## src/design/uhk_pkg.sv

```systemverilog
package uhk_pkg;

    // One input request: a raw text byte and the end-of-text flag.
    typedef struct packed {
        logic [7:0] in_byte;
        logic       text_end;
    } uhk_in_t;

    // One output request: a re-encoded byte or an error status.
    typedef struct packed {
        logic [7:0] out_byte;
        logic [2:0] status;
        logic       run_last;
        logic       text_done;
    } uhk_out_t;

    // Status codes carried in the status field.
    localparam logic [2:0] STATUS_OK        = 3'd0;
    localparam logic [2:0] STATUS_BAD_LEAD  = 3'd1;
    localparam logic [2:0] STATUS_BAD_CONT  = 3'd2;
    localparam logic [2:0] STATUS_TRUNCATED = 3'd3;
    localparam logic [2:0] STATUS_BAD_POINT = 3'd4;

    // Hiragana range and the offset that maps it onto katakana.
    localparam logic [20:0] KANA_FIRST = 21'h003041;
    localparam logic [20:0] KANA_LAST  = 21'h003096;
    localparam logic [20:0] KANA_SHIFT = 21'h000060;

    // Code point limits.
    localparam logic [20:0] POINT_MAX      = 21'h10FFFF;
    localparam logic [20:0] SURROGATE_LOW  = 21'h00D800;
    localparam logic [20:0] SURROGATE_HIGH = 21'h00DFFF;
    localparam logic [20:0] LIMIT_ONE      = 21'h000080;
    localparam logic [20:0] LIMIT_TWO      = 21'h000800;
    localparam logic [20:0] LIMIT_THREE    = 21'h010000;

    // One unit of work handed from the decoder to the encoder.
    typedef struct packed {
        logic        is_err;
        logic [2:0]  status;
        logic [20:0] point;
        logic        text_end;
    } uhk_job_t;

    // Queue write port: a job and its strobe.
    typedef struct packed {
        logic     valid;
        uhk_job_t job;
    } uhk_push_t;

endpackage

```

## src/design/uhk_front.sv

```systemverilog
module uhk_front (
    input  logic             clk,
    input  logic             rst_n,
    input  logic             accept,
    input  uhk_pkg::uhk_in_t in_data,
    output uhk_pkg::uhk_push_t push
);

    logic [20:0] partial_reg, partial_next;
    logic [1:0]  pending_reg, pending_next;
    logic [2:0]  seqlen_reg, seqlen_next;
    logic        dropping_reg, dropping_next;

    logic [20:0] part_n;
    logic [1:0]  pend_n;
    logic [2:0]  len_n;
    logic        err;
    logic [2:0]  err_status;
    logic        complete;
    logic        overlong;
    logic        bad_point;
    logic [20:0] point_out;
    logic [7:0]  b;

    assign b = in_data.in_byte;

    // Decode the byte against the current sequence state.
    always_comb
    begin
        err        = 1'b0;
        err_status = uhk_pkg::STATUS_OK;
        part_n     = partial_reg;
        pend_n     = pending_reg;
        len_n      = seqlen_reg;
        if (pending_reg == 2'd0)
        begin
            priority if (b[7] == 1'b0)
            begin
                part_n = {13'd0, b};
                len_n  = 3'd1;
                pend_n = 2'd0;
            end
            else if (b[7:5] == 3'b110)
            begin
                part_n = {16'd0, b[4:0]};
                len_n  = 3'd2;
                pend_n = 2'd1;
            end
            else if (b[7:4] == 4'b1110)
            begin
                part_n = {17'd0, b[3:0]};
                len_n  = 3'd3;
                pend_n = 2'd2;
            end
            else if (b[7:3] == 5'b11110)
            begin
                part_n = {18'd0, b[2:0]};
                len_n  = 3'd4;
                pend_n = 2'd3;
            end
            else
            begin
                err        = 1'b1;
                err_status = uhk_pkg::STATUS_BAD_LEAD;
            end
        end
        else if (b[7:6] != 2'b10)
        begin
            err        = 1'b1;
            err_status = uhk_pkg::STATUS_BAD_CONT;
        end
        else
        begin
            part_n = {partial_reg[14:0], b[5:0]};
            pend_n = pending_reg - 2'd1;
        end

        // A sequence cut off by the end of the text.
        if (!err && pend_n != 2'd0 && in_data.text_end)
        begin
            err        = 1'b1;
            err_status = uhk_pkg::STATUS_TRUNCATED;
        end

        // Check the finished code point.
        overlong  = (len_n == 3'd2 && part_n < uhk_pkg::LIMIT_ONE) ||
                    (len_n == 3'd3 && part_n < uhk_pkg::LIMIT_TWO) ||
                    (len_n == 3'd4 && part_n < uhk_pkg::LIMIT_THREE);
        bad_point = (part_n > uhk_pkg::POINT_MAX) ||
                    (part_n >= uhk_pkg::SURROGATE_LOW &&
                     part_n <= uhk_pkg::SURROGATE_HIGH) || overlong;
        complete  = !err && pend_n == 2'd0;
        if (complete && bad_point)
        begin
            err        = 1'b1;
            err_status = uhk_pkg::STATUS_BAD_POINT;
            complete   = 1'b0;
        end

        // Hiragana is moved up to katakana.
        if (part_n >= uhk_pkg::KANA_FIRST && part_n <= uhk_pkg::KANA_LAST)
            point_out = part_n + uhk_pkg::KANA_SHIFT;
        else
            point_out = part_n;
    end

    // Job handed to the queue.
    always_comb
    begin
        push.valid        = accept && !dropping_reg && (err || complete);
        push.job.is_err   = err;
        push.job.status   = err_status;
        push.job.point    = err ? 21'd0 : point_out;
        push.job.text_end = in_data.text_end;
    end

    // Next decoder state.
    always_comb
    begin
        partial_next  = partial_reg;
        pending_next  = pending_reg;
        seqlen_next   = seqlen_reg;
        dropping_next = dropping_reg;
        if (accept)
        begin
            if (dropping_reg)
            begin
                if (in_data.text_end)
                    dropping_next = 1'b0;
            end
            else if (err || complete)
            begin
                partial_next  = 21'd0;
                pending_next  = 2'd0;
                seqlen_next   = 3'd0;
                dropping_next = err && !in_data.text_end;
            end
            else
            begin
                partial_next = part_n;
                pending_next = pend_n;
                seqlen_next  = len_n;
            end
        end
    end

    always_ff @(posedge clk or negedge rst_n)
    begin
        if (!rst_n)
        begin
            partial_reg  <= 21'd0;
            pending_reg  <= 2'd0;
            seqlen_reg   <= 3'd0;
            dropping_reg <= 1'b0;
        end
        else
        begin
            partial_reg  <= partial_next;
            pending_reg  <= pending_next;
            seqlen_reg   <= seqlen_next;
            dropping_reg <= dropping_next;
        end
    end

    // A sequence in progress is always longer than what it still waits for.
    assert property (@(posedge clk) disable iff (!rst_n)
        pending_reg != 2'd0 |-> seqlen_reg > {1'b0, pending_reg})
        else $error("pending count exceeds sequence length");

    // While dropping, no sequence is in progress.
    assert property (@(posedge clk) disable iff (!rst_n)
        dropping_reg |-> pending_reg == 2'd0 && seqlen_reg == 3'd0)
        else $error("decoder state kept while dropping");

    // An error before the end of the text starts dropping.
    assert property (@(posedge clk) disable iff (!rst_n)
        push.valid && push.job.is_err && !in_data.text_end |=> dropping_reg)
        else $error("dropping not entered after error");

endmodule

```

## src/design/uhk_queue.sv

```systemverilog
module uhk_queue #(
    parameter int DEPTH = 4
) (
    input  logic               clk,
    input  logic               rst_n,
    input  uhk_pkg::uhk_push_t push,
    input  logic               pop,
    output uhk_pkg::uhk_job_t  head,
    output logic               empty,
    output logic               full
);

    localparam int PTR_W = (DEPTH > 1) ? $clog2(DEPTH) : 1;
    localparam int CNT_W = $clog2(DEPTH + 1);

    uhk_pkg::uhk_job_t mem [DEPTH];

    logic [PTR_W-1:0] wr_ptr_reg, wr_ptr_next;
    logic [PTR_W-1:0] rd_ptr_reg, rd_ptr_next;
    logic [CNT_W-1:0] count_reg, count_next;
    logic             do_push;
    logic             do_pop;

    assign empty   = count_reg == CNT_W'(0);
    assign full    = count_reg == CNT_W'(DEPTH);
    assign do_push = push.valid;
    assign do_pop  = pop && !empty;
    assign head    = mem[rd_ptr_reg];

    // Pointer and fill count update.
    always_comb
    begin
        wr_ptr_next = wr_ptr_reg;
        rd_ptr_next = rd_ptr_reg;
        count_next  = count_reg;
        if (do_push)
            wr_ptr_next = (wr_ptr_reg == PTR_W'(DEPTH - 1)) ? PTR_W'(0) : wr_ptr_reg + PTR_W'(1);
        if (do_pop)
            rd_ptr_next = (rd_ptr_reg == PTR_W'(DEPTH - 1)) ? PTR_W'(0) : rd_ptr_reg + PTR_W'(1);
        if (do_push && !do_pop)
            count_next = count_reg + CNT_W'(1);
        else if (!do_push && do_pop)
            count_next = count_reg - CNT_W'(1);
    end

    always_ff @(posedge clk)
    begin
        if (do_push)
            mem[wr_ptr_reg] <= push.job;
    end

    always_ff @(posedge clk or negedge rst_n)
    begin
        if (!rst_n)
        begin
            wr_ptr_reg <= '0;
            rd_ptr_reg <= '0;
            count_reg  <= '0;
        end
        else
        begin
            wr_ptr_reg <= wr_ptr_next;
            rd_ptr_reg <= rd_ptr_next;
            count_reg  <= count_next;
        end
    end

    // The decoder never writes into a full queue.
    assert property (@(posedge clk) disable iff (!rst_n)
        full |-> !push.valid)
        else $error("write into full queue");

endmodule

```

## src/design/uhk_back.sv

```systemverilog
module uhk_back (
    input  logic               clk,
    input  logic               rst_n,
    input  uhk_pkg::uhk_job_t  head,
    input  logic               empty,
    output logic               pop,
    output logic               out_valid,
    input  logic               out_ready,
    output uhk_pkg::uhk_out_t  out_data
);

    uhk_pkg::uhk_job_t cur_reg, cur_next;
    logic              cur_valid_reg, cur_valid_next;
    logic [1:0]        idx_reg, idx_next;
    uhk_pkg::uhk_out_t out_reg, out_next;
    logic              out_valid_reg, out_valid_next;

    logic [1:0] last_idx;
    logic [1:0] chunk_sel;
    logic [5:0] chunk;
    logic [7:0] lead;
    logic [7:0] byte_val;
    logic       is_last;
    logic       out_load;

    // Byte count of the current job, as the index of its last byte.
    always_comb
    begin
        priority if (cur_reg.is_err)
            last_idx = 2'd0;
        else if (cur_reg.point < uhk_pkg::LIMIT_ONE)
            last_idx = 2'd0;
        else if (cur_reg.point < uhk_pkg::LIMIT_TWO)
            last_idx = 2'd1;
        else if (cur_reg.point < uhk_pkg::LIMIT_THREE)
            last_idx = 2'd2;
        else
            last_idx = 2'd3;
    end

    // Select the byte at the current position of the encoding.
    always_comb
    begin
        unique case (last_idx)
            2'd0:    lead = cur_reg.point[7:0];
            2'd1:    lead = {3'b110, cur_reg.point[10:6]};
            2'd2:    lead = {4'b1110, cur_reg.point[15:12]};
            default: lead = {5'b11110, cur_reg.point[20:18]};
        endcase
        chunk_sel = last_idx - idx_reg;
        unique case (chunk_sel)
            2'd0:    chunk = cur_reg.point[5:0];
            2'd1:    chunk = cur_reg.point[11:6];
            default: chunk = cur_reg.point[17:12];
        endcase
        if (cur_reg.is_err)
            byte_val = 8'd0;
        else if (idx_reg == 2'd0)
            byte_val = lead;
        else
            byte_val = {2'b10, chunk};
    end

    assign is_last  = idx_reg == last_idx;
    assign out_load = cur_valid_reg && (!out_valid_reg || out_ready);
    assign pop      = !empty && (!cur_valid_reg || (out_load && is_last));

    // Current job and byte position.
    always_comb
    begin
        cur_next       = cur_reg;
        cur_valid_next = cur_valid_reg;
        idx_next       = idx_reg;
        if (pop)
        begin
            cur_next       = head;
            cur_valid_next = 1'b1;
            idx_next       = 2'd0;
        end
        else if (out_load && is_last)
            cur_valid_next = 1'b0;
        else if (out_load)
            idx_next = idx_reg + 2'd1;
    end

    // Output register.
    always_comb
    begin
        out_next       = out_reg;
        out_valid_next = out_valid_reg;
        if (out_load)
        begin
            out_next.out_byte  = byte_val;
            out_next.status    = cur_reg.is_err ? cur_reg.status : uhk_pkg::STATUS_OK;
            out_next.run_last  = is_last;
            out_next.text_done = is_last && cur_reg.text_end;
            out_valid_next     = 1'b1;
        end
        else if (out_ready)
            out_valid_next = 1'b0;
    end

    always_ff @(posedge clk)
    begin
        cur_reg <= cur_next;
        out_reg <= out_next;
    end

    always_ff @(posedge clk or negedge rst_n)
    begin
        if (!rst_n)
        begin
            cur_valid_reg <= 1'b0;
            idx_reg       <= 2'd0;
            out_valid_reg <= 1'b0;
        end
        else
        begin
            cur_valid_reg <= cur_valid_next;
            idx_reg       <= idx_next;
            out_valid_reg <= out_valid_next;
        end
    end

    assign out_valid = out_valid_reg;
    assign out_data  = out_reg;

    // The byte position never runs past the end of the encoding.
    assert property (@(posedge clk) disable iff (!rst_n)
        cur_valid_reg |-> idx_reg <= last_idx)
        else $error("byte position beyond encoding length");

endmodule

```

## src/design/utf8_hiragana_to_katakana_unit.sv

```systemverilog
// UTF-8 transcoder that turns hiragana into katakana. Input requests carry one text
// byte and an end-of-text flag; a request is taken every cycle while the job
// queue has room. The decoder checks each byte in the cycle it arrives and writes
// one job per completed code point or error; the encoder then sends one output
// byte per cycle unless the output stalls, 1 to 4 per code point and a single
// status request per error, so valid text leaves with as many bytes as it came
// in with. A job passes through the queue and the current-job register before it
// reaches the output register. After an error the rest of the text is dropped.
module utf8_hiragana_to_katakana_unit #(
    parameter int QUEUE_DEPTH = 4
) (
    input  logic              clk,
    input  logic              rst_n,
    input  logic              in_valid,
    output logic              in_ready,
    input  uhk_pkg::uhk_in_t  in_data,
    output logic              out_valid,
    input  logic              out_ready,
    output uhk_pkg::uhk_out_t out_data
);

    uhk_pkg::uhk_push_t push;
    uhk_pkg::uhk_job_t  head;
    logic               empty;
    logic               full;
    logic               pop;
    logic               accept;

    assign in_ready = !full;
    assign accept   = in_valid && in_ready;

    // Byte decoder and validator.
    uhk_front u_front (
        .clk     (clk),
        .rst_n   (rst_n),
        .accept  (accept),
        .in_data (in_data),
        .push    (push)
    );

    // Job queue between decoder and encoder.
    uhk_queue #(
        .DEPTH (QUEUE_DEPTH)
    ) u_queue (
        .clk   (clk),
        .rst_n (rst_n),
        .push  (push),
        .pop   (pop),
        .head  (head),
        .empty (empty),
        .full  (full)
    );

    // Encoder and output register.
    uhk_back u_back (
        .clk       (clk),
        .rst_n     (rst_n),
        .head      (head),
        .empty     (empty),
        .pop       (pop),
        .out_valid (out_valid),
        .out_ready (out_ready),
        .out_data  (out_data)
    );

endmodule
```

## config.mk

```make
export PLATFORM = sky130hd
export DESIGN_NAME = utf8_hiragana_to_katakana_unit
export DESIGN_NICKNAME = d
export VERILOG_FILES = /design/src/design/uhk_pkg.sv /design/src/design/uhk_front.sv /design/src/design/uhk_queue.sv /design/src/design/uhk_back.sv /design/src/design/utf8_hiragana_to_katakana_unit.sv
export SDC_FILE = /design/constraint.sdc
export NUM_CORES = 1
export LEC_CHECK = 0
export BUFFER_PORTS_ARGS = -buffer_cell sky130_fd_sc_hd__buf_2
export CORE_MARGIN = 2
export CORE_UTILIZATION = 40
export CTS_CLUSTER_DIAMETER = 100
export DETAILED_ROUTE_END_ITERATION = 12
export PLACE_DENSITY_LB_ADDON = 0.25
export SLEW_MARGIN = 20
export SYNTH_ARGS = -nofsm -noshare
export SYNTH_HDL_FRONTEND = slang
export SYNTH_SLANG_ARGS = --single-unit
```

## constraint.sdc

```tcl
create_clock -name clk -period 13 [get_ports clk]
set_input_delay 2.6 -clock clk [delete_from_list [all_inputs] [get_ports clk]]
set_output_delay 2.6 -clock clk [all_outputs]
set_load 0.005 [all_outputs]
```

[Word-level counts from Yosys, hierarchy flattened]
Memory sizes are Yosys's and may differ from the RTL's. A register that Yosys moved wholly into a read port is not among the register bits.
Index checks and enable logic that the tools add are counted.
Cells by class
  mux-type cells: 62
  add/subtract/negate cells: 8
  equal/unequal tests: 15
  reduce and logical (&&, ||, !) cells: 51
  $lt $le $gt $ge: 11
  bitwise gates (word level): 2
Operator list (count)
  two-way mux 21 bit: 9
  less-than comparator 21 x 12 -> 1 bit (second input constant): 2
  less-than comparator 21 x 17 -> 1 bit (second input constant): 2
  less-than comparator 21 x 8 -> 1 bit (second input constant): 2
  two-way mux 3 bit: 14
  two-way mux 2 bit: 16
  case mux 8 bit (3 select lines): 1
  adder 21 x 7 -> 21 bit (second input constant): 1
  greater-or-equal comparator 21 x 14 -> 1 bit (second input constant): 1
  greater-or-equal comparator 21 x 16 -> 1 bit (second input constant): 1
  > comparator 21 bit (second input constant): 1
  less-or-equal comparator 21 x 14 -> 1 bit (second input constant): 1
  less-or-equal comparator 21 x 16 -> 1 bit (second input constant): 1
  logical AND 1 bit: 20
  two-way mux 1 bit: 20
  case mux 6 bit (2 select lines): 1
  logical NOT 1 bit: 10
  logical NOT 2 bit: 5
  nonzero test 2 bit: 5
  equality test 3 bit (second input constant): 3
  two-way mux 8 bit: 1
  logical OR 1 bit: 7
  adder 2 x 1 -> 2 bit (second input constant): 3
  equality test 2 bit (second input constant): 3
  14 further kinds: 19
Storage, ports and cells
  bits of input ports: 13
  output and inout bits: 15
  word-level logic and storage cells: 165
  register bits: 51
  memories: 1
  bits in writable memories: 104
Memory list
  u_queue.mem: depth 4, width 26, read ports 1, clocked after memory_dff 1, write ports 1, line uhk_queue.sv:16  | uhk_pkg::uhk_job_t mem [DEPTH];

[Logic depth before layout (Yosys ltp)]
Gate-level depths: netlist (run 1).
  word-level depth: 20
  gate-level depth with buffers: 18
  mapped depth without buffers: 17

[Hierarchy]
From an unflattened synthesis (run 1), not the netlist that was laid out.
Unflattened totals
  cells, all modules: 649
  area total of the unflattened synthesis: 8814.7 um^2
By module, submodules not included
  uhk_queue: seq. area each 3298.2 um^2, area each 4231.6 um^2, instances 1, cells each 173
  uhk_front: seq. area each 675.6 um^2, area each 2557.5 um^2, instances 1, cells each 319
  uhk_back: seq. area each 1271.2 um^2, area each 2015.7 um^2, instances 1, cells each 155
  utf8_hiragana_to_katakana_unit: seq. area each 0.0 um^2, area each 10.0 um^2, instances 1, cells each 2

[Least setup slack after synthesis (run 1)]
OpenSTA, ideal clock, no wires.
  path type: input -> register
  from: input port out_ready
  to: register u_queue.count_reg[1]
  data arrival time: 5.161 ns
  stages on the path: 8
  library setup time: 0.125 ns
  buffers on the path: 0
  slack: 7.714 ns
  required time: 12.875 ns
  cells stage by stage: nand2b_1 -> a21boi_1 -> nor2_1 -> inv_1 -> ha_1 -> inv_1 -> fa_1 -> mux2_2
On the way
  cells in the longest elaborated chain, start to end: 9
  elaborated cells on any way between the ends: 11
  classes of those cells: mux: 1; reduce/logical: 10
Ends and longest elaborated chain
  from (decl): line utf8_hiragana_to_katakana_unit.sv:18  | input logic out_ready,
  logical OR 1 bit: line uhk_back.sv:65  | assign out_load = cur_valid_reg && (!out_valid_reg || out_ready);
  logical AND 1 bit: line uhk_back.sv:65
  logical AND 1 bit: line uhk_back.sv:66  | assign pop = !empty && (!cur_valid_reg || (out_load && is_last));
  logical OR 1 bit: line uhk_back.sv:66
  logical AND 1 bit: line uhk_back.sv:66
  net pop: line utf8_hiragana_to_katakana_unit.sv:26  | logic pop;
  logical AND 1 bit: line uhk_queue.sv:27  | assign do_pop = pop && !empty;
  logical NOT 1 bit: line uhk_queue.sv:40  | if (do_push && !do_pop)
  logical AND 1 bit: line uhk_queue.sv:40
  two-way mux 3 bit: line uhk_queue.sv:40
  net u_queue.count_next[1]: line uhk_queue.sv:20  | logic [CNT_W-1:0] count_reg, count_next;
  to (signal assigned): line uhk_queue.sv:64  | count_reg <= count_next;
  to (decl): line uhk_queue.sv:20
The timed path passes the listed nets, and every way through them passes these cells.
A chain may end at the register's enable or synchronous reset.

==> flow_metrics.env, run 1 <==
export IMPL_finClkSkew_ns=0.0102
export IMPL_holdBufCountCts=0
export IMPL_synth_top_family_by_area="compound AO/OA/AOI/OAI gates"
export IMPL_power_total_w=0.00201
export IMPL_ys_ff_latch=181
export IMPL_switching_share_pct=33.7
export IMPL_crit_family="simple AND/OR/NAND/NOR gates"
export IMPL_dieHeight_um=151
export IMPL_reg2reg_from="u_front.pending_reg[0]$_DFFE_PN0P_"
export IMPL_max_clock_path_buffers=2
export IMPL_grt_overflow=0
export IMPL_start_kind="input port"
export IMPL_dieArea_sq_um=22900
export IMPL_cts_resized_gates=0
export IMPL_syn_inst=661
export IMPL_root_buffer="clkbuf_16"
export IMPL_cp_required_ns=13.19
export IMPL_synth_edff_count=143
export IMPL_pwr_share_seq_pct=43.1
export IMPL_gp_congestion=0.914
export IMPL_max_stage_delay_ns=0.68
export IMPL_setup_viol=0
export IMPL_ys_flop_type="edfxtp_1"
export IMPL_ys_seq_area_share_pct=60.4
export IMPL_maxCapViolCount=0
export IMPL_slowest_stage="or3_1"
export IMPL_slew_headroom_pct=33.3
export IMPL_cts_tree="built"
export IMPL_fmax_mhz=161
export IMPL_ys_warn_count=0
export IMPL_drc=0
export IMPL_drtPass1Iterations=6
export IMPL_period_share_pct=47.8
export IMPL_p_sw_w=0.000678
export IMPL_die_w_um=151
export IMPL_grt_antenna_before_repair=0
export IMPL_slew_viol_final=0
export IMPL_dp_hpwl_um=12900
export IMPL_setup_slack_ns=6.79
export IMPL_synthMuxAreaShare_pct=9.79
export IMPL_crit_arrival_ns=6.40
export IMPL_synth_xor_area_share_pct=0.807
export IMPL_reg2reg_depth=12
export IMPL_grt_max_degree=43
export IMPL_min_from="u_back.cur_valid_reg$_DFFE_PN0P_"
export IMPL_async_flop_share_pct=21.0
export IMPL_yosysTopAreaCell="edfxtp_1"
export IMPL_power_density_nw_per_um2=209
export IMPL_min_to="u_back.out_valid$_DFFE_PN0P_"
export IMPL_antenna_cells=0
export IMPL_num_rows=53
export IMPL_port_buffers=27
export IMPL_hold_viol=0
export IMPL_synth_compound_area_share_pct=11.7
export IMPL_clockPowerShare_pct=25.4
export IMPL_netlist_area_sq_um=8680
export IMPL_fin_setup_tns_ns=0
export IMPL_largest_reg_flops=104
export IMPL_synthAdderAreaFrac_pct=2.68
export IMPL_critical_path_endpoint_type="register"
export IMPL_synthSimpleGateAreaFrac_pct=11.1
export IMPL_internal_power_w=0.00133
export IMPL_worstMarginPinSlew_ns=0.990
export IMPL_crit_buf_inv=2
export IMPL_hold_depth=1
export IMPL_routedWlPerCell_um=20.0
export IMPL_rsz0062_at_grt="false"
export IMPL_grt_usage_pct=17.7
export IMPL_start_util_pct=41.0
export IMPL_clkSinkCount=181
export IMPL_fp_coreArea_sq_um=21200
export IMPL_io_pins=28
export IMPL_drive_above_1_share_pct=17.2
export IMPL_r2r_slack_ns=8.51
export IMPL_synthTopCellsByArea="edfxtp_1 (49%), dfrtp_1 (11%), mux4_2 (6.7%)"
export IMPL_fin_crit_ns=6.21
export IMPL_clk_latency_ns=0.43
export IMPL_totalWireLength_um=19300
export IMPL_p_comb_share_pct=31.5
export IMPL_netlist_area_leader_share_pct=49.5
export IMPL_ant_nets=0
export IMPL_numCtsBuffers=17
export IMPL_drt_initial_drc_count=548
export IMPL_grt_first_pass_wirelength_um=30500
export IMPL_crit_fanout=24
export IMPL_viasPerCell=5.85
export IMPL_yosysUniqueCellTypes=71
export IMPL_cp_cell_sequence="buf_2, nand2b_1, o22ai_1, a31oi_1, inv_1, ha_1, o21ai_0, a211oi_1, nand4_1, mux2_4, or3_1, nor3_1"
export IMPL_hp_class="reg2reg"
export IMPL_cts_max_level=4
export IMPL_place_ws_ns=6.46
export IMPL_dr_total_vias=5632
export IMPL_post_cts_buffers=0
export IMPL_power_leakage_nw=3.47
export IMPL_clk_pin_slew_ns=0.07
export IMPL_area_delta_synth_final_pct=10.7
export IMPL_r2r_end="u_queue.mem[2][8]$_DFFE_PP_"
export IMPL_path_class="in2reg"
export IMPL_outcome="complete, no violations"
export IMPL_layout_nets=705
export IMPL_syn_nets=692
export IMPL_ir_drop_mv=0.105
export IMPL_grt_pass1_vias=5601
export IMPL_syn_avg_cell_area_sq_um=13.1
## per-layer routing
layer / vias up / GRT usage, % / share of wire, %
met1: 2816 / 22.8 / 43
met3: 38 / 3.19 / 5.4
met5: - / 0 / 0
met2: 227 / 29.9 / 49
met4: 0 / 6.96 / 2.2
li1: 2551 / - / -
## cell usage in the layout (no fill, tap or decap), types with 6 or more instances in the layout
cell and instances:
o21ai_0 23, a21oi_1 29, nand3_1 13, inv_1 22, or4_1 6, nand2_1 59
dfrtp_1 38, nand2b_1 9, ha_1 17, a211oi_1 10, mux2_2 7, o22ai_1 6
o31ai_1 18, buf_4 10, and2_1 6, nand4_1 6, mux2i_1 17, edfxtp_1 143
and3_1 11, clkbuf_16 17, nor2_1 55, inv_6 6, buf_2 26, mux4_2 26
## worst max-delay path by stage
stage	from	endpoint	slack, ns	cells past startpoint
floorplan	out_ready	u_queue.count_reg[1]$_DFFE_PN0P_	7.71	8
global placement	in_data[7]	u_queue.mem[0][8]$_DFFE_PP_	6.59	12
detailed placement	in_data[7]	u_queue.mem[2][8]$_DFFE_PP_	6.46	12
CTS	in_data[7]	u_queue.mem[1][8]$_DFFE_PP_	6.91	12
global route	in_data[7]	u_queue.mem[2][8]$_DFFE_PP_	6.52	12
finish	in_data[7]	u_queue.mem[3][8]$_DFFE_PP_	6.79	12
## through the flow
step           utilization, %  area (sq um)  hold slack, ns  cells
3_5_place_dp             42.6          9010           0.459    930
6_report                 45.4          9610           0.469    962
4_1_cts                  45.4          9610           0.475    962
3_3_place_gp             42.6          9010           0.459    930
5_1_grt                  45.4          9610           0.495    962
2_1_floorplan               -          8680           0.442    661
## cell type report
class,instances,area (sq um)
Inverter,22,82.6
Sequential cell,181,5250
Clock buffer,18,429
Tap cell,275,344
Clock inverter,14,168
Fill cell,1856,11500
Multi-Input combinational cell,416,3140
Timing Repair Buffer,36,205
## Yosys cell counts, types with 13 or more instances
| library cell | count |
|---|---|
| mux4_2 | 26 |
| mux2i_1 | 17 |
| clkbuf_1 | 21 |
| a21oi_1 | 29 |
| ha_1 | 17 |
| nand3_1 | 13 |
| o31ai_1 | 18 |
| nor2_1 | 56 |
| nand2_1 | 59 |
| dfrtp_1 | 38 |
| edfxtp_1 | 143 |
| o21ai_0 | 23 |
| inv_1 | 22 |
## logic make-up (layout without fill, tap and decap cells)
group / count (synthesis) / after routing
multiplexers: 51 / 51
buffers and inverters: 64 / 90
XOR/XNOR: 8 / 8
adder cells (fa/ha/maj): 18 / 18
AND/OR/NAND/NOR: 197 / 197
flip-flops: 181 / 181
AO/OA/AOI/OAI: 142 / 142
## power groups by stage
stage	Combinational [W]	Sequential (W)	Clock, W
after CTS	0.000640	0.000867	0.000520
final	0.000634	0.000866	0.000510
after global placement	0.000624	0.000873	0
after global routing	0.000703	0.000879	0.000543
after detailed placement	0.000639	0.000879	0
after floorplan	0.000485	0.000858	0
Power figures use the tool's default switching activity.
==> inputs of run 2 (changes only) <==
clock period = 5.3 ns   (was 13 ns; I/O delays follow)
==> run 2 against run 1 <==
Net effect: sequential power increased by 140%; final cell count grew 0.52%; cell area is 0.29% lower; utilization down 0.13 points; largest cell class unchanged.
==> flow_metrics.env, run 2 (same netlist as run 1, synthesis figures left out) <==
export IMPL_outcome="complete, no violations"
export IMPL_hold_viol=0
export IMPL_power_density_nw_per_um2=502
export IMPL_power_total_w=0.00481
export IMPL_drive_above_1_share_pct=17.5
export IMPL_ant_nets=0
export IMPL_root_buffer="clkbuf_16"
export IMPL_cts_max_level=4
export IMPL_totalWireLength_um=18700
export IMPL_drc=0
export IMPL_gp_congestion=0.873
export IMPL_largest_reg_flops=104
export IMPL_dr_total_vias=5509
export IMPL_start_kind="register"
export IMPL_dieHeight_um=151
export IMPL_setup_viol=0
export IMPL_grt_first_pass_wirelength_um=29900
export IMPL_cts_resized_gates=0
export IMPL_cp_required_ns=5.48
export IMPL_grt_pass1_vias=5480
export IMPL_final_common_cell="edfxtp_1"
export IMPL_start_util_pct=41.0
export IMPL_finClkSkew_ns=0.00858
export IMPL_fillers=1891
export IMPL_numCtsBuffers=17
export IMPL_path_class="reg2reg"
export IMPL_maxCapViolCount=0
export IMPL_slew_viol_final=0
export IMPL_dp_hpwl_um=12700
export IMPL_slew_headroom_pct=36.3
export IMPL_viasPerCell=5.70
export IMPL_layout_nets=710
export IMPL_io_pins=28
export IMPL_clk_pin_slew_ns=0.07
export IMPL_final_cell_mix="edfxtp_1 (143), nand2_1 (59), nor2_1 (55)"
export IMPL_rsz0062_at_grt="false"
export IMPL_num_rows=53
export IMPL_grt_max_degree=42
export IMPL_crit_arrival_ns=4.77
export IMPL_clk_latency_ns=0.43
export IMPL_routedWlPerCell_um=19.3
export IMPL_antenna_cells=0
export IMPL_fp_coreArea_sq_um=21200
export IMPL_crit_fanout=26
export IMPL_power_leakage_nw=3.46
export IMPL_grt_antenna_before_repair=0
export IMPL_fin_setup_tns_ns=0
export IMPL_grt_usage_pct=17.4
export IMPL_hp_class="reg2reg"
export IMPL_critical_path_endpoint_type="register"
export IMPL_cts_tree="built"
export IMPL_fmax_mhz=218
export IMPL_clkSinkCount=181
export IMPL_die_w_um=151
export IMPL_ir_drop_mv=0.217
export IMPL_area_delta_synth_final_pct=10.4
export IMPL_max_clock_path_buffers=2
export IMPL_worstMarginPinSlew_ns=0.956
export IMPL_port_buffers=27
export IMPL_dieArea_sq_um=22900
export IMPL_grt_overflow=0
export IMPL_r2r_slack_ns=0.71
export IMPL_fin_crit_ns=4.59
export IMPL_post_cts_buffers=0
export IMPL_period_share_pct=86.7
export IMPL_holdBufCountCts=0
export IMPL_drt_initial_drc_count=509
export IMPL_drtPass1Iterations=6
## run 2: worst max-delay path, stage by stage, from the launching register on
cell	delay (ns)
dfrtp_1	0.38
inv_1	0.11
ha_1	0.80
and2b_1	0.33
o21ai_0	0.12
a32o_1	0.33
inv_1	0.14
ha_1	0.18
o21ai_0	0.08
a211oi_1	0.19
nand4_1	0.15
mux2_4	0.34
or3_1	0.68
nor3_1	0.49
## run 2: final cells by class
cell class                 count  area [sq um]  share of cell area [%]
inverter                      22          82.6                   0.862
clock buffer                  20           437                    4.56
sequential                   181          5250                    54.7
multi-input combinational    416          3140                    32.7
tap                          275           344                    3.59
timing repair buffer          41           240                    2.51
clock inverter                12          97.6                    1.02
## run 2: per-layer routing
layer | track usage [%] | routed length, um | vias up
met4 | 6.36 | 400 | 0
met5 | 0 | 0 | -
met2 | 28.7 | 9110 | 149
met3 | 3.52 | 804 | 33
li1 | - | - | 2563
met1 | 22.7 | 8360 | 2764
## run 2: where the power goes
| group | internal, W | switching [W] |
|---|---|---|
| Combinational | 0.000624 | 0.000927 |
| Clock | 0.000608 | 0.000528 |
| Sequential | 0.00198 | 0.000144 |
| Total | 0.00321 | 0.00160 |
## run 2: final timing paths
check / from / endpoint / cells past startpoint
hold / removal: u_back.cur_valid_reg$_DFFE_PN0P_ / u_back.out_valid$_DFFE_PN0P_ / 1
max in group asynchronous: rst_n / u_front.partial_reg[12]$_DFFE_PN0P_ / 1
setup reg to reg: u_front.pending_reg[0]$_DFFE_PN0P_ / u_queue.mem[1][8]$_DFFE_PP_ / 13
setup / recovery: u_front.pending_reg[0]$_DFFE_PN0P_ / u_queue.mem[1][8]$_DFFE_PP_ / 13
hold reg to reg: u_back.cur_valid_reg$_DFFE_PN0P_ / u_back.out_valid$_DFFE_PN0P_ / 1
min in group asynchronous: rst_n / u_front.partial_reg[0]$_DFFE_PN0P_ / 1
## run 2: stage by stage
stage | util [%] | hold slack (ns) | std cells | cell area [sq um] | setup WS [ns]
final | 45.3 | 0.480 | 967 | 9580 | 0.706
after global routing | 45.3 | 0.506 | 967 | 9580 | 0.204
after CTS | 45.3 | 0.486 | 967 | 9580 | 0.688
after detailed placement | 42.8 | 0.472 | 935 | 9050 | 0.542
after global placement | 42.8 | 0.455 | 935 | 9050 | 0.746
after floorplan | - | 0.442 | 661 | 8680 | 0.705
==> inputs of run 3 (changes only) <==
CORE_MARGIN = default   (was 2)
MAX_ROUTING_LAYER = met4   (was default)
==> run 3 against run 2 <==
Net effect: sequential share of layout area is 0.71 points lower; final cell count stayed put; largest power group unchanged; sequential power hardly changed; critical path depth stayed put; count of clock-buffer cells in the layout is 2 lower; highest routed layer unchanged.
==> flow_metrics.env, run 3 (same netlist as run 1, synthesis figures left out) <==
export IMPL_outcome="complete, no violations"
export IMPL_fin_setup_tns_ns=0
export IMPL_switching_share_pct=32.7
export IMPL_hold_depth=1
export IMPL_slowest_stage="ha_1"
export IMPL_internal_power_w=0.00342
export IMPL_num_rows=53
export IMPL_cp_cell_sequence="inv_1, ha_1, mux2i_1, o22ai_1, a31oi_1, inv_1, ha_1, o21ai_0, a211oi_1, nand4_1, mux2_4, or3_1, nor3_1"
export IMPL_period_share_pct=89.1
export IMPL_totalWireLength_um=19500
export IMPL_crit_buf_inv=2
export IMPL_final_common_cell="edfxtp_1"
export IMPL_reg2reg_from="u_front.pending_reg[0]$_DFFE_PN0P_"
export IMPL_worstMarginPinSlew_ns=1.07
export IMPL_grt_first_pass_wirelength_um=30900
export IMPL_crit_arrival_ns=4.91
export IMPL_dp_cells=935
export IMPL_start_util_pct=41.0
export IMPL_start_kind="register"
export IMPL_slew_headroom_pct=28.8
export IMPL_setup_viol=0
export IMPL_io_pins=28
export IMPL_path_class="reg2reg"
export IMPL_p_sw_w=0.00166
export IMPL_p_comb_share_pct=30.8
export IMPL_post_cts_buffers=0
export IMPL_port_buffers=27
export IMPL_power_leakage_nw=3.53
export IMPL_final_cells=967
export IMPL_hold_viol=0
export IMPL_clk_latency_ns=0.43
export IMPL_grt_overflow=0
export IMPL_grt_antenna_before_repair=0
export IMPL_maxCapViolCount=0
export IMPL_final_cell_mix="edfxtp_1 (143), nand2_1 (59), nor2_1 (55)"
export IMPL_max_clock_path_buffers=2
export IMPL_grt_max_degree=42
export IMPL_whs_ns=0.468
export IMPL_dr_total_vias=5514
export IMPL_ir_drop_mv=0.248
export IMPL_largest_reg_flops=104
export IMPL_gp_congestion=0.928
export IMPL_place_ws_ns=0.627
export IMPL_area_delta_synth_final_pct=11.9
export IMPL_fmax_mhz=212
export IMPL_cts_tree="built"
export IMPL_drc=0
export IMPL_reg2reg_depth=13
export IMPL_finClkSkew_ns=0.0101
export IMPL_clkSinkCount=181
export IMPL_critical_path_endpoint_type="register"
export IMPL_seqCellArea_sq_um=5250
export IMPL_root_buffer="clkbuf_16"
export IMPL_min_from="u_back.cur_valid_reg$_DFFE_PN0P_"
export IMPL_multi_input_area_sq_um=3140
export IMPL_max_stage_delay_ns=0.88
export IMPL_fillers=1876
export IMPL_dp_hpwl_um=13400
export IMPL_drt_initial_drc_count=374
export IMPL_fin_crit_ns=4.72
export IMPL_setup_slack_ns=0.578
export IMPL_numCtsBuffers=17
export IMPL_min_to="u_back.out_valid$_DFFE_PN0P_"
export IMPL_pwr_share_seq_pct=41.8
export IMPL_cp_required_ns=5.48
export IMPL_final_util_pct=45.9
export IMPL_power_density_nw_per_um2=523
export IMPL_crit_family="simple AND/OR/NAND/NOR gates"
export IMPL_r2r_slack_ns=0.58
export IMPL_drive_above_1_share_pct=17.8
export IMPL_path_depth=13
export IMPL_r2r_end="u_queue.mem[3][8]$_DFFE_PP_"
export IMPL_crit_fanout=26
export IMPL_rsz0062_at_grt="false"
export IMPL_grt_usage_pct=19.1
export IMPL_clockPowerShare_pct=27.4
export IMPL_fp_coreArea_sq_um=21200
export IMPL_layout_nets=710
export IMPL_die_w_um=149
export IMPL_viasPerCell=5.70
export IMPL_holdBufCountCts=0
export IMPL_cts_max_level=4
export IMPL_clk_pin_slew_ns=0.07
export IMPL_grt_pass1_vias=5596
export IMPL_dieArea_sq_um=22300
export IMPL_hp_class="reg2reg"
export IMPL_drtPass1Iterations=6
export IMPL_cts_resized_gates=0
export IMPL_routedWlPerCell_um=20.2
export IMPL_slew_viol_final=0
export IMPL_ant_nets=0
export IMPL_antenna_cells=0
export IMPL_dieHeight_um=149
run 3: changes by cell type in the layout (fill, tap and decap cells not counted):
cell and delta:
clkinv_2 -2, inv_8 +1, clkinvlp_4 -4, bufinv_16 +4
clkinv_4 -2, clkinv_8 +2, clkbuf_1 -2, inv_6 +3
run 3: power by group through the flow:
| stage | Sequential [W] | Clock [W] | Combinational [W] |
|---|---|---|---|
| CTS | 0.00213 | 0.00142 | 0.00158 |
| global route | 0.00216 | 0.00148 | 0.00173 |
| detailed placement | 0.00216 | 0 | 0.00158 |
| floorplan | 0.00211 | 0 | 0.00119 |
| finish | 0.00212 | 0.00139 | 0.00156 |
| global placement | 0.00214 | 0 | 0.00154 |
run 3: per-layer routing:
layer	part of all wire (%)	vias to the layer above	global-route usage [%]	wire (um)
met3	3.6	26	3.27	695
met5	0	-	-	0
met1	43	2778	23.2	8480
met4	1.5	0	6.28	289
met2	51	145	32.5	10000
li1	-	2565	-	-
run 3: cell type report:
cell class                      count  area share [%]
Sequential cell                   181            54.0
Inverter                           22           0.851
Clock buffer                       18            4.42
Clock inverter                     14            2.37
Tap cell                          275            3.54
Multi-Input combinational cell    416            32.3
Timing Repair Buffer               41            2.47
run 3: how the worst max path moves through the flow:
stage / to / from
3_3_place_gp: u_queue.mem[0][20]$_DFFE_PP_ / u_front.pending_reg[0]$_DFFE_PN0P_
6_report: u_queue.mem[3][8]$_DFFE_PP_ / u_front.pending_reg[0]$_DFFE_PN0P_
3_5_place_dp: u_queue.mem[2][20]$_DFFE_PP_ / u_front.pending_reg[0]$_DFFE_PN0P_
2_1_floorplan: u_queue.count_reg[1]$_DFFE_PN0P_ / u_back.cur_reg[14]$_DFFE_PP_
4_1_cts: u_queue.mem[0][20]$_DFFE_PP_ / u_front.pending_reg[0]$_DFFE_PN0P_
5_1_grt: u_queue.mem[0][20]$_DFFE_PP_ / u_front.pending_reg[0]$_DFFE_PN0P_
run 3: stage by stage:
stage,instance area [sq um],total power (W)
global placement,9050,0.00368
global route,9710,0.00536
detailed placement,9050,0.00374
finish,9710,0.00508
floorplan,8680,0.00330
CTS,9710,0.00513
